**config.mk**
```make
export PLATFORM = sky130hd
export DESIGN_NAME = rrt_cell
export DESIGN_NICKNAME = d
export VERILOG_FILES = /design/src/rtl/core/rrt_pkg.sv /design/src/rtl/core/rrt_cell.sv
export SDC_FILE = /design/constraint.sdc
export NUM_CORES = 1
export LEC_CHECK = 0
export ABC_AREA = 1
export BUFFER_PORTS_ARGS = -buffer_cell sky130_fd_sc_hd__buf_2
export CELL_PAD_IN_SITES_DETAIL_PLACEMENT = 1
export CELL_PAD_IN_SITES_GLOBAL_PLACEMENT = 2
export CORE_ASPECT_RATIO = 1.1
export CORE_MARGIN = 4
export CORE_UTILIZATION = 30
export DETAILED_ROUTE_END_ITERATION = 8
export PLACE_DENSITY = 0.82
export RECOVER_POWER = 25
export SETUP_SLACK_MARGIN = 0.3
export SLEW_MARGIN = 15
export SYNTH_ARGS = -nofsm -noshare
export SYNTH_HDL_FRONTEND = slang
export SYNTH_SLANG_ARGS = --single-unit
```
**constraint.sdc**
```tcl
create_clock -name i_clk -period 4 [get_ports i_clk]
set_clock_uncertainty 0.1 [all_clocks]
set_input_delay 0.2 -clock i_clk [delete_from_list [all_inputs] [get_ports i_clk]]
set_output_delay 0.2 -clock i_clk [all_outputs]
set_load 0.01 [all_outputs]
```
**src/rtl/core/rrt_pkg.sv**
```systemverilog
// ----------------------------------------------------------------------------
// Range reservation table: shared package
// Field widths, result codes and the token that walks the row of cells.
// ----------------------------------------------------------------------------
`default_nettype none

package rrt_pkg;

    localparam int START_W  = 32;
    localparam int LEN_W    = 28;
    localparam int STATUS_W = 3;

    typedef logic [STATUS_W-1:0] t_status;

    localparam t_status ST_GRANTED  = 3'd0;
    localparam t_status ST_OVERLAP  = 3'd1;
    localparam t_status ST_FULL     = 3'd2;
    localparam t_status ST_NOADDR   = 3'd3;
    localparam t_status ST_RELEASED = 3'd4;
    localparam t_status ST_NOTFOUND = 3'd5;

    // The request token handed from one cell to the next.
    typedef struct packed {
        logic valid;   // token present at this cell boundary
        logic busy;    // an earlier live entry overlaps the request
        logic found;   // an earlier live entry matched the release start
    } t_token;

endpackage

`default_nettype wire

```
**src/rtl/core/rrt_cell.sv**
```systemverilog
// ----------------------------------------------------------------------------
// Range reservation table: table cell
// Holds one table entry, tests the passing request token against it and,
// during a release, takes over its upper neighbour's entry to close a gap.
// ----------------------------------------------------------------------------
`default_nettype none

module rrt_cell
    import rrt_pkg::*;
#(
    parameter int IDX   = 0,
    parameter int CB    = 28,
    parameter int CNT_W = 8
) (
    input  wire logic               i_clk,
    input  wire logic               i_rst_n,
    input  wire t_token             i_tok,
    output      t_token             o_tok,
    input  wire logic               i_mode,
    input  wire logic [START_W-1:0] i_req_start,
    input  wire logic [LEN_W-1:0]   i_req_len,
    input  wire logic [CNT_W-1:0]   i_cnt,
    input  wire logic               i_wr_en,
    input  wire logic [START_W-1:0] i_nb_start,
    input  wire logic [LEN_W-1:0]   i_nb_len,
    output      logic [START_W-1:0] o_start,
    output      logic [LEN_W-1:0]   o_len
);

    localparam int SW = ((CB > LEN_W) ? CB : LEN_W) + 1;

    logic [START_W-1:0] r_start, n_start;
    logic [LEN_W-1:0]   r_len, n_len;
    t_token             r_tok, n_tok;

    logic          live;
    logic          match;
    logic          ovl;
    logic          shift;
    logic [SW-1:0] a, s, e, t;

    always_comb begin
        a = SW'(i_req_start[CB-1:0]);
        s = SW'(i_req_len);
        e = SW'(r_start[CB-1:0]);
        t = SW'(r_len);
        // Both ends inclusive, so touching regions overlap.
        ovl   = ((e >= a) && (e <= a + s)) || ((a >= e) && (a <= e + t));
        live  = (CNT_W'(IDX) < i_cnt);
        match = (r_start == i_req_start);
        shift = i_tok.valid && i_mode && (i_tok.found || (live && match));

        n_tok.valid = i_tok.valid;
        n_tok.busy  = i_tok.busy  || (i_tok.valid && live && !i_mode && ovl);
        n_tok.found = i_tok.found || (i_tok.valid && live && i_mode && match);

        n_start = r_start;
        n_len   = r_len;
        if (i_wr_en && (i_cnt == CNT_W'(IDX))) begin
            n_start = i_req_start;
            n_len   = i_req_len;
        end else if (shift) begin
            n_start = i_nb_start;
            n_len   = i_nb_len;
        end
    end

    always_ff @(posedge i_clk) begin
        r_start <= n_start;
        r_len   <= n_len;
        if (!i_rst_n) begin
            r_tok <= '0;
        end else begin
            r_tok <= n_tok;
        end
    end

    assign o_tok   = r_tok;
    assign o_start = r_start;
    assign o_len   = r_len;

endmodule

`default_nettype wire

```
# Yosys cells after proc, flatten, opt, wreduce, memory -nomap -nowiden
# Index checks and enable logic that the tools add are counted.
# word_totals
register_bits,63
latchBits,0
ramBits,0
rom_bits,0
inputBits,135
out_inout_bits,63
elab_cells,35
mem_count,0
# op_classes
add_sub_neg,2
multipliers,0
n_div,0
magnitude_cmp,5
eq_ne,1
shifts,0
n_mux,4
bitwise,0
reduce_logical,18
# ops
op,n
$mux 32,2
$add 28x28->29,2
$le 28x29->1,2
$ge 28x28->1,2
$mux 28,2
$eq 32x32->1,1
$logic_and 1x1->1,11
$logic_not 8->1,1
$lt 1x8->1 const A,1
$logic_or 1x1->1,4
$reduce_bool 2->1,1
$logic_not 1->1,1

# Logic depth before layout (Yosys ltp)
# Gate-level depths: netlist (run 1).
# logic_depth
depth_word,6
ltp_mapped,25
ltp_nobuf,25

# Worst setup path after synthesis (run 1)
# No wires, ideal clock.
# synth_path
kind,flip-flop to flip-flop
from,"register r_start[23], in the netlist o_start[23]"
to,"register r_len[0], in the netlist o_len[0], enable pin"
setup_ns,0.428
arrival_ns,3.175
required_ns,3.472
path_slack_ns,0.297
stages_incl_launch_ff,8
path_buffers,0
period_less_slack_ns,3.703
path_cell_list,edfxtp_1 -> inv_1 -> ha_1 -> nand4_1 -> nor4_2 -> nand3_1 -> or4_4 -> nand3_1
# synth_via
elab_chain_len,5
# synth_lines
element,line,text
start: declaration,rrt_cell.sv:32,"logic [START_W-1:0] r_start, n_start;"
start signal: assignment,rrt_cell.sv:69,r_start <= n_start;
$eq 32x32->1,rrt_cell.sv:50,match = (r_start == i_req_start);
$logic_and 1x1->1,rrt_cell.sv:51,shift = i_tok.valid && i_mode && (i_tok.found || (live && match));
$logic_or 1x1->1,rrt_cell.sv:51,
$logic_and 1x1->1,rrt_cell.sv:51,
$reduce_bool 2->1 (no source line),n/a,
end signal: assignment,rrt_cell.sv:70,r_len <= n_len;
end: declaration,rrt_cell.sv:33,"logic [LEN_W-1:0] r_len, n_len;"
# No other way between the ends.
# A chain may end at the register's enable or synchronous reset.

# Worst setup path in the final report (run 1)
# layout_path
from,"register r_start[3], in the netlist o_start[3]"
to,"register r_tok, in the netlist o_tok[1]"
# layout_via
elab_chain_len,6
elab_cells_between_ends,10
cone_classes,add/sub: 1; order compare: 4; reduce/logical: 5
# layout_lines
element,line,text
$add 28x28->29,rrt_cell.sv:48,ovl = ((e >= a) && (e <= a + s)) || ((a >= e) && (a <= e + t));
$le 28x29->1,rrt_cell.sv:48,
$logic_and 1x1->1,rrt_cell.sv:48,
$logic_or 1x1->1 *,rrt_cell.sv:48,
$logic_and 1x1->1 *,rrt_cell.sv:54,n_tok.busy = i_tok.busy || (i_tok.valid && live && !i_mode && ovl);
$logic_or 1x1->1 *,rrt_cell.sv:54,
end signal: assignment,rrt_cell.sv:74,r_tok <= n_tok;
end: declaration,rrt_cell.sv:34,"t_token r_tok, n_tok;"
# Mark *: on every way between the ends. The rest lies on a longest branch, timed or not.

==> flow_metrics.py, run 1 <==
metrics = {
    "run_status": {
        "run_status": "finished clean",
    },
    "grt": {
        "antenna_found_initial": 0,
        "grt_overflow": 0,
        "grt_max_degree": 36,
        "grt_usage": 0.219,
        "grt_pass1_wl_um": 47600,
        "grt_pass1_vias": 8406,
    },
    "setup_path": {
        "start_kind": "flop",
        "cp.required_ns": 4.19,
        "rr_worst_depth": 22,
        "cp_max_fo": 4,
        "critical_path_class": "flop to flop",
        "r2r_slack_ns": 0.54,
        "worst_setup_path_end_kind": "flop",
        "arrival_ns": 3.65,
    },
    "routing": {
        "wirelength_um": 31600,
        "dr_total_vias": 8038,
        "drc_errors": 0,
        "routedWlPerCell_um": 19.9,
        "detail-route-antenna-nets": 0,
        "drt-initial-drc-count": 405,
        "vias_per_cell": 5.05,
        "dr.pass1.iters": 5,
    },
    "finish": {
        "multi_input_area_um2": 5440,
        "fillers": 3232,
        "design_area_um2": 9620,
        "nets": 1555,
        "n_antenna_cell": 0,
        "seq_area_um2": 1860,
        "layout_commonest_cell": "nand2_1",
        "final_cell_mix": "344 x nand2_1, 157 x buf_2, 132 x ha_1, 116 x inv_1, 94 x a21oi_1",
        "synthToLayoutAreaGrowth_pct": 26.2,
        "layout-drive-gt1-share": 0.194,
        "stdcell_count": 1592,
    },
    "pwr": {
        "powerDensity_nw_per_um2": 285,
        "p_leak_nw": 4.88,
        "vdd_drop_max_v": 0.000200,
    },
    "floorplanning": {
        "core_area_um2": 24800,
        "die_x_um": 160,
        "die_h_um": 175,
        "num_rows": 60,
        "start_util": 0.308,
        "ioPinCount": 198,
        "die_area_um2": 28000,
    },
    "yosys": {
        "yosysSeqAreaShare": 0.244,
        "syn_inst": 1045,
        "syn_nets": 1322,
        "synthDistinctLibCells": 42,
        "post_synth.cell_area_avg_um2": 7.30,
        "yosysWarnings": 0,
        "synth_edf_count": 60,
        "synth_ff_type": "edfxtp_1",
        "ys_seq_elements": 63,
        "async_reset_ff_frac": 0,
        "syn_area_um2": 7620,
    },
    "clock_network": {
        "cts.sinks": 63,
        "clk_pin_slew_ns": 0.06,
        "htreeDepth": 3,
        "cts_root_buffer": "clkbuf_16",
        "cts_tree": "built",
        "cts_made_buffers": 9,
        "clock_latency_ns": 0.35,
        "clockBufferDepth": 2,
    },
    "placed_design": {
        "hpwl_um": 26600,
        "gp_congestion": 0.854,
        "placedCellCount": 1565,
        "dpl_cell_area_um2": 9170,
        "port_buffers": 197,
    },
    "run": {
        "cap_violations": 0,
    },
    "worst_hold_path": {
        "holdPathStages": 3,
        "worstHoldPathType": "input pin to flop",
    },
    "sta": {
        "relSlewSlack": 0.541,
        "fin_crit_ns": 3.46,
        "fin_tns_setup_ns": 0,
        "final_max_slew_viol_count": 0,
        "fmax_mhz": 289,
        "worst_slew_pin_slew_ns": 0.686,
        "hold_violations": 0,
        "setup_viol": 0,
        "period_share": 0.866,
        "rsz0062_at_grt": "false",
    },
}
==> cell type report <==
class                   count  share of cell area
repair buffers            235               0.127
multi-input cells         852               0.565
clock buffers              10              0.0238
clock inverters             5             0.00520
well taps                 310              0.0403
flip-flops and latches     63               0.193
inverters                 117              0.0456
==> critical path, cell delays in order, from the launching register on <==
cell      delay (ns)
edfxtp_1        0.50
ha_4            0.35
nand2_1         0.07
nor2_1          0.20
a21oi_2         0.12
o21bai_4        0.18
nand3_1         0.10
nand3_1         0.19
nand4_1         0.13
nand3_1         0.11
xnor2_1         0.13
ha_1            0.28
a21oi_1         0.15
nand2_1         0.07
a21oi_1         0.13
nor2_1          0.06
nor2_1          0.09
nand2_1         0.05
nand2_1         0.07
nand2_2         0.08
nand2_1         0.07
nand2_1         0.06
a21oi_2         0.10
==> metrics by stage <==
| stage | util | setup slack [ns] | hold WS [ns] | total power, W |
|---|---|---|---|---|
| after global routing | 0.388 | 0.287 | 0.0339 | 0.00294 |
| after floorplan | - | 0.749 | 0.193 | 0.00151 |
| after global placement | 0.370 | 0.144 | 0.307 | 0.00188 |
| after detailed placement | 0.370 | 0.0563 | 0.308 | 0.00191 |
| after CTS | 0.383 | 0.313 | 0.00814 | 0.00275 |
| final | 0.388 | 0.538 | 0.0242 | 0.00274 |
==> layer usage <==
metal  vias to the layer above  GRT usage  share of wire
met2                       153      0.383           0.49
met1                      3865      0.288           0.45
met5                         -          0              0
li1                       3997          -              -
met4                         0     0.0394          0.011
met3                        23     0.0347          0.044
==> flip-flops by register name, summed over array words and instances, names as in the netlist <==
register,cells
o_start,32
o_len,28
o_tok,3
==> synthesized netlist by cell type, types with 2 or more instances <==
cell type	count	area, um^2
nand2_1	347	1300
ha_1	140	1750
inv_1	117	439
a21oi_1	101	505
edfxtp_1	60	1800
nor2_1	51	191
o21ai_0	31	155
xor2_1	31	272
nand3_1	29	145
xnor2_1	25	219
nand4_1	13	81.3
clkbuf_1	9	33.8
a31oi_1	8	50.1
nor4_1	8	50.1
nor3_1	7	35.0
a21o_1	6	45.0
o21a_1	6	45.0
o21bai_1	6	45.0
o21ai_1	5	25.0
a21oi_2	4	35.0
buf_2	4	20.0
o21ai_2	4	35.0
and3_1	3	18.8
dfxtp_1	3	60.1
o211ai_1	3	22.5
o31ai_1	3	22.5
fa_1	2	40.0
nand2_2	2	12.5
nand3_2	2	20.0
nor2_2	2	12.5
nor4_2	2	25.0
==> report_power, final <==
part           internal, W  switching, W
registers         0.000761     0.0000298
logic             0.000453      0.000691
clock network     0.000475      0.000336
==> timing repair <==
action / in CTS / in global routing
hold buffers: 3 / 0
endpoints found under the hold margin: 2 / 0
buffers inserted: 1 / 8
pin swaps: 0 / 7
endpoints found under the setup margin: 1 / 1
resized for setup: 3 / 29
==> cells by family (layout without fill, tap and decap cells) <==
| family | count (synthesis) | after routing | share of synthesized area |
|---|---|---|---|
| buf+inv | 130 | 367 | 0.0647 |
| xor+xnor | 56 | 56 | 0.0643 |
| simple gates | 471 | 471 | 0.255 |
| flops | 63 | 63 | 0.244 |
| compound gates | 183 | 183 | 0.137 |
| fa+ha+maj | 142 | 142 | 0.235 |
==> final timing paths <==
| path | end | from |
|---|---|---|
| setup / recovery | o_tok[1] | o_start[3] |
| hold / removal | o_start[29] | i_nb_start[29] |
| setup reg to reg | o_tok[1] | o_start[3] |
| hold reg to reg | o_tok[0] | o_start[29] |
Power figures use the tool's default switching activity.
==> run 2: changes to the inputs <==
--- a/config.mk
+++ b/config.mk
@@ -10,7 +10,7 @@
 export CELL_PAD_IN_SITES_DETAIL_PLACEMENT = 1
 export CELL_PAD_IN_SITES_GLOBAL_PLACEMENT = 2
 export CORE_ASPECT_RATIO = 1.1
-export CORE_MARGIN = 4
+export CORE_MARGIN = 2
 export CORE_UTILIZATION = 30
 export DETAILED_ROUTE_END_ITERATION = 8
 export PLACE_DENSITY = 0.82
==> run 2 against run 1 <==
Against the previous run: register-to-register slack worse by 0.04 ns; critical path type unchanged; critical endpoint unchanged; maximum frequency down 1.1%; final cell count rose by 0.82%; largest cell class unchanged; final area is 1.3% higher.
==> flow_metrics.py, run 2 (synthesis gave the netlist of run 1 again) <==
metrics = {
    "clock_network": {
        "cts.sinks": 63,
        "clockBufferDepth": 2,
        "cts_tree": "built",
        "clock_latency_ns": 0.36,
        "cts_made_buffers": 9,
        "cts_root_buffer": "clkbuf_16",
        "clk_pin_slew_ns": 0.06,
        "htreeDepth": 3,
    },
    "setup_path": {
        "cp_max_fo": 4,
        "crit_path_top_delay_cell": "edfxtp_1",
        "path_buf_inv": 2,
        "critical_path_class": "flop to flop",
        "cp.required_ns": 4.20,
        "start_kind": "flop",
        "cpPeakStageDelay_ns": 0.40,
        "arrival_ns": 3.70,
        "worst_setup_path_end_kind": "flop",
        "crit_chain": "ha_4, inv_2, fa_2, inv_1, nand3_1, nand2_2, nand3_2, nand3_4, a21oi_4, o21a_1, o21bai_1, xnor2_1, ha_1, a21oi_2, o21ai_0, a21oi_1, nor2_1, nor2_1, nand2_1, nand2_2, nand2_1, nand2_1, nand2_1, a21oi_2",
        "critical_path.top_delay_family": "compound AO/OA/AOI/OAI gates",
        "cp_common_cell": "nand2_1",
    },
    "finish": {
        "nets": 1563,
        "layout_commonest_cell": "nand2_1",
        "largest_reg_flops": 32,
        "synthToLayoutAreaGrowth_pct": 27.9,
        "final_core_util": 0.388,
        "final_cell_mix": "344 x nand2_1, 152 x buf_2, 133 x ha_1, 115 x inv_1, 96 x a21oi_1",
        "n_antenna_cell": 0,
        "layout-drive-gt1-share": 0.202,
        "fillers": 3198,
    },
    "placed_design": {
        "gp_congestion": 0.887,
        "port_buffers": 197,
        "hpwl_um": 25100,
        "pre_cts_slack_ns": 0.0503,
    },
    "sta": {
        "hold_violations": 0,
        "fin_crit_ns": 3.50,
        "rsz0062_at_grt": "false",
        "final_max_slew_viol_count": 0,
        "setup_viol": 0,
        "period_share": 0.875,
        "fmax_mhz": 286,
        "fin_ws_ns": 0.500,
        "fin_tns_setup_ns": 0,
        "relSlewSlack": 0.514,
        "worst_slew_pin_slew_ns": 0.729,
        "timing.hold.ws_ns": 0.0121,
    },
    "grt": {
        "grt_max_degree": 65,
        "grt_pass1_vias": 8323,
        "grt_overflow": 0,
        "antenna_found_initial": 0,
        "grt_usage": 0.225,
        "grt_pass1_wl_um": 45800,
    },
    "floorplanning": {
        "die_area_um2": 26700,
        "ioPinCount": 198,
        "die_x_um": 156,
        "start_util": 0.304,
        "num_rows": 61,
        "core_area_um2": 25100,
        "die_h_um": 171,
    },
    "run_status": {
        "run_status": "finished clean",
    },
    "routing": {
        "drt-initial-drc-count": 433,
        "vias_per_cell": 5.02,
        "dr.pass1.iters": 4,
        "wirelength_um": 30200,
        "routedWlPerCell_um": 18.8,
        "dr_total_vias": 8054,
        "drc_errors": 0,
        "detail-route-antenna-nets": 0,
    },
    "worst_hold_path": {
        "worstHoldPathType": "input pin to flop",
    },
    "pwr": {
        "powerDensity_nw_per_um2": 282,
        "total_power_w": 0.00275,
        "vdd_drop_max_v": 0.000198,
        "p_leak_nw": 4.95,
    },
    "run": {
        "cap_violations": 0,
    },
}
## run 2: report_power, final
group	switching [W]	internal, W	total, W
sequential	0.0000304	0.000761	0.000791
clock	0.000321	0.000471	0.000792
combinational	0.000702	0.000467	0.00117
## run 2: worst paths after layout
check | start | to | slack [ns] | depth (start not counted)
setup / recovery | o_len[0] | o_tok[1] | 0.50 | 24
hold / removal | i_nb_start[31] | o_start[31] | 0.01 | 3
setup reg to reg | o_len[0] | o_tok[1] | 0.50 | 24
hold reg to reg | o_start[29] | o_tok[0] | 0.64 | 4
## run 2: layout make-up
type                    count  area, um^2  area share
inverters                 117         439      0.0451
repair buffers            243        1310       0.134
clock inverters             6        52.6     0.00539
clock buffers               9         225      0.0231
multi-input cells         852        5470       0.561
well taps                 315         394      0.0404
flip-flops and latches     63        1860       0.191
## run 2: timing repair
action,in CTS,in global routing
resized for setup,5,31
hold buffers,5,0
endpoints found under the hold margin,4,0
pin swaps,2,14
setup endpoints to repair,1,1
buffers inserted,0,13
## run 2: per-stage QoR
step | instance area, um^2 | std cells
final | 9750 | 1605
after floorplan | 7630 | 1045
after global placement | 9200 | 1572
after detailed placement | 9200 | 1572
after global routing | 9750 | 1605
after CTS | 9540 | 1592
## run 2: layer usage
| metal | share of wire | global-route usage | vias up |
|---|---|---|---|
| met5 | 0 | 0 | - |
| met4 | 0.020 | 0.0686 | 0 |
| met3 | 0.032 | 0.0222 | 33 |
| met2 | 0.50 | 0.400 | 156 |
| met1 | 0.45 | 0.288 | 3863 |
| li1 | - | - | 4002 |
## run 2: worst register-to-register path: cells and delay by family, from the launching register on
family	cells	cell delay, ns
xor gates and xnor gates	1	0.11
adders and majority gates	3	0.86
buffers and inverters	2	0.11
and+or+nand+nor	11	0.91
DFF	1	0.40
AOI/OAI and AO/OA	7	0.96
==> run 3: changes to the inputs <==
--- a/config.mk
+++ b/config.mk
@@ -5,13 +5,13 @@
 export SDC_FILE = /design/constraint.sdc
 export NUM_CORES = 1
 export LEC_CHECK = 0
-export ABC_AREA = 1
+export ABC_AREA = 0
 export BUFFER_PORTS_ARGS = -buffer_cell sky130_fd_sc_hd__buf_2
 export CELL_PAD_IN_SITES_DETAIL_PLACEMENT = 1
 export CELL_PAD_IN_SITES_GLOBAL_PLACEMENT = 2
 export CORE_ASPECT_RATIO = 1.1
 export CORE_MARGIN = 2
-export CORE_UTILIZATION = 30
+export CORE_UTILIZATION = 33
 export DETAILED_ROUTE_END_ITERATION = 8
 export PLACE_DENSITY = 0.82
 export RECOVER_POWER = 25
==> run 3 against run 2 <==
Against the previous run: the flow now finishes with violations (setup timing); global-route usage up 0.68 points; non-clock buffer count up 122; power up 0.49%; final cell count down 9.5%; via count down 5.5%; final area up 7.0%; flip-flop and latch count unchanged; setup slack worse by 0.90 ns; maximum frequency down 21%; first-iteration DRC count down 24%; combinational power up 9%; routed wire length down 8.7%; critical endpoint unchanged; largest power group unchanged; highest routed layer unchanged.
==> flow_metrics.py, run 3 <==
metrics = {
    "run_status": {
        "run_status": "finished with violations",
        "violations": "setup timing",
    },
    "finish": {
        "n_antenna_cell": 0,
        "layout_commonest_cell": "buf_2",
        "stdcell_count": 1453,
        "synthToLayoutAreaGrowth_pct": 38.9,
        "final_cell_mix": "168 x buf_2, 147 x buf_4, 132 x ha_1, 65 x a21oi_1, 60 x edfxtp_1",
        "layout-drive-gt1-share": 0.364,
        "design_area_um2": 10400,
        "largest_reg_flops": 32,
        "nets": 1432,
    },
    "yosys": {
        "yosysMostFrequentCell": "ha_1",
        "async_reset_ff_frac": 0,
        "netlist.area_leader.share": 0.240,
        "syn_area_um2": 7510,
        "ys_top_cells_by_count": "140 x ha_1, 65 x a21oi_1, 60 x edfxtp_1, 57 x mux2_2, 50 x inv_1",
        "synthDistinctLibCells": 68,
        "post_synth.cell_area_avg_um2": 9.50,
        "yosysSeqAreaShare": 0.248,
        "synth_ff_type": "edfxtp_1",
        "syn_nets": 1067,
        "yosys.area.top_type": "edfxtp_1",
        "ys_seq_elements": 63,
        "synth_edf_count": 60,
        "yosysWarnings": 0,
        "syn_inst": 790,
        "synth_area_leaders": "edfxtp_1 24%, ha_1 23%, mux2_2 8.5%, a21oi_1 4.3%, xor2_1 3.4%",
    },
    "routing": {
        "dr_total_vias": 7613,
        "drt-initial-drc-count": 331,
        "drc_errors": 0,
        "wirelength_um": 27500,
        "detail-route-antenna-nets": 0,
        "dr.pass1.iters": 4,
        "vias_per_cell": 5.24,
        "routedWlPerCell_um": 19.0,
    },
    "setup_path": {
        "r2r_end": "o_tok[1]",
        "cp-startpoint": "o_len[1]",
        "cp_max_fo": 3,
        "rr_worst_depth": 19,
        "start_kind": "flop",
        "cp.required_ns": 4.13,
        "endpoint": "o_tok[1]",
        "worst_setup_path_end_kind": "flop",
        "arrival_ns": 4.53,
        "r2r-start": "o_len[1]",
        "r2r_slack_ns": -0.40,
        "critical_path_class": "flop to flop",
    },
    "pwr": {
        "vdd_drop_max_v": 0.000192,
        "total_power_w": 0.00277,
        "p_leak_nw": 4.90,
        "powerDensity_nw_per_um2": 265,
    },
    "clock_network": {
        "cts.sinks": 63,
        "cts_made_buffers": 9,
        "htreeDepth": 3,
        "clk_pin_slew_ns": 0.05,
        "clock_latency_ns": 0.34,
        "cts_tree": "built",
        "cts_root_buffer": "clkbuf_16",
        "clockBufferDepth": 2,
    },
    "sta": {
        "setup_viol": 1,
        "period_share": 1.10,
        "rsz0062_at_grt": "true",
        "fin_crit_ns": 4.40,
        "worst_slew_pin_slew_ns": 0.723,
        "final_max_slew_viol_count": 0,
        "fmax_mhz": 227,
        "fin_ws_ns": -0.402,
        "hold_violations": 0,
        "relSlewSlack": 0.516,
    },
    "floorplanning": {
        "die_area_um2": 24000,
        "die_h_um": 162,
        "start_util": 0.338,
        "num_rows": 57,
        "die_x_um": 148,
        "core_area_um2": 22200,
        "ioPinCount": 198,
    },
    "placed_design": {
        "dpl_cell_area_um2": 10200,
        "gp_congestion": 0.909,
        "placedCellCount": 1435,
        "port_buffers": 197,
        "hpwl_um": 23300,
    },
    "grt": {
        "grt_usage": 0.232,
        "grt_overflow": 0,
        "grt_max_degree": 61,
        "grt_pass1_vias": 8250,
        "grt_pass1_wl_um": 43600,
        "antenna_found_initial": 0,
    },
    "run": {
        "cap_violations": 0,
    },
    "worst_hold_path": {
        "worstHoldPathType": "input pin to flop",
    },
}
run 3: critical path, stage by stage (launching register included):
cell       delay, ns
edfxtp_1        0.45
ha_4            0.28
a211oi_2        0.25
o21ai_2         0.13
o2111ai_2       0.25
a21oi_4         0.12
o221a_4         0.28
o31a_1          0.27
nor4b_1         0.41
a211oi_1        0.11
ha_1            0.32
nand4_1         0.15
nor4_2          0.16
buf_4           0.16
and3_4          0.17
o221ai_1        0.10
nand4_1         0.11
o2111ai_2       0.12
o31ai_2         0.25
nor3_1          0.08
run 3: area by class of cell:
cell class,count,area [um^2]
Fill cell,2673,11800
Inverter,50,188
Sequential cell,63,1860
Multi-Input combinational cell,666,5580
Clock buffer,10,229
Tap cell,295,369
Timing Repair Buffer,365,2180
Clock inverter,4,15.0
run 3: metal layers:
| metal | wire, um | track usage |
|---|---|---|
| met1 | 12300 | 0.298 |
| met2 | 13500 | 0.406 |
| met3 | 1070 | 0.0284 |
| met4 | 592 | 0.0714 |
| met5 | 0 | 0 |
run 3: repair_timing:
| item | 4_1_cts | 5_1_grt |
|---|---|---|
| endpoints found under the hold margin | 2 | 0 |
| hold buffers | 4 | 0 |
| pin swaps | 5 | 1 |
| buffers inserted | 0 | 0 |
| setup endpoints to repair | 1 | 1 |
| gates resized for setup | 3 | 8 |
run 3: report_power, final:
group	leakage (nW)	switching, W	internal (W)
Sequential	0.576	0.0000233	0.000761
Combinational	4.20	0.000663	0.000615
Clock	0.118	0.000300	0.000404
Total	4.90	0.000986	0.00178
run 3: worst min-delay path by stage:
stage | slack (ns) | end | cells after the start | startpoint
after global placement | 0.33 | o_tok[0] | 2 | i_tok[0]
after global routing | 0.05 | o_len[22] | 2 | i_nb_len[22]
final | 0.04 | o_start[0] | 3 | i_nb_start[0]
after CTS | 0.02 | o_start[0] | 3 | i_nb_start[0]
after detailed placement | 0.34 | o_tok[0] | 2 | i_tok[0]
after floorplan | 0.21 | o_tok[2] | 2 | i_tok[2]
run 3: cells by family after synthesis:
kind of cell / share of synthesized area
flip-flops: 0.248
XOR/XNOR: 0.0572
multiplexers: 0.0882
AO/OA/AOI/OAI: 0.203
buffers and inverters: 0.0307
AND/OR/NAND/NOR: 0.134
adder cells (fa/ha/maj): 0.239
run 3: through the flow:
step | setup slack (ns) | TNS, ns | util | hold WS, ns
final | -0.402 | -0.402 | 0.470 | 0.0397
after detailed placement | -0.589 | -0.589 | 0.458 | 0.336
after global routing | -0.602 | -0.602 | 0.470 | 0.0524
after CTS | -0.407 | -0.407 | 0.472 | 0.0241
after floorplan | -0.852 | -51.10 | - | 0.212
after global placement | -0.499 | -0.499 | 0.458 | 0.332
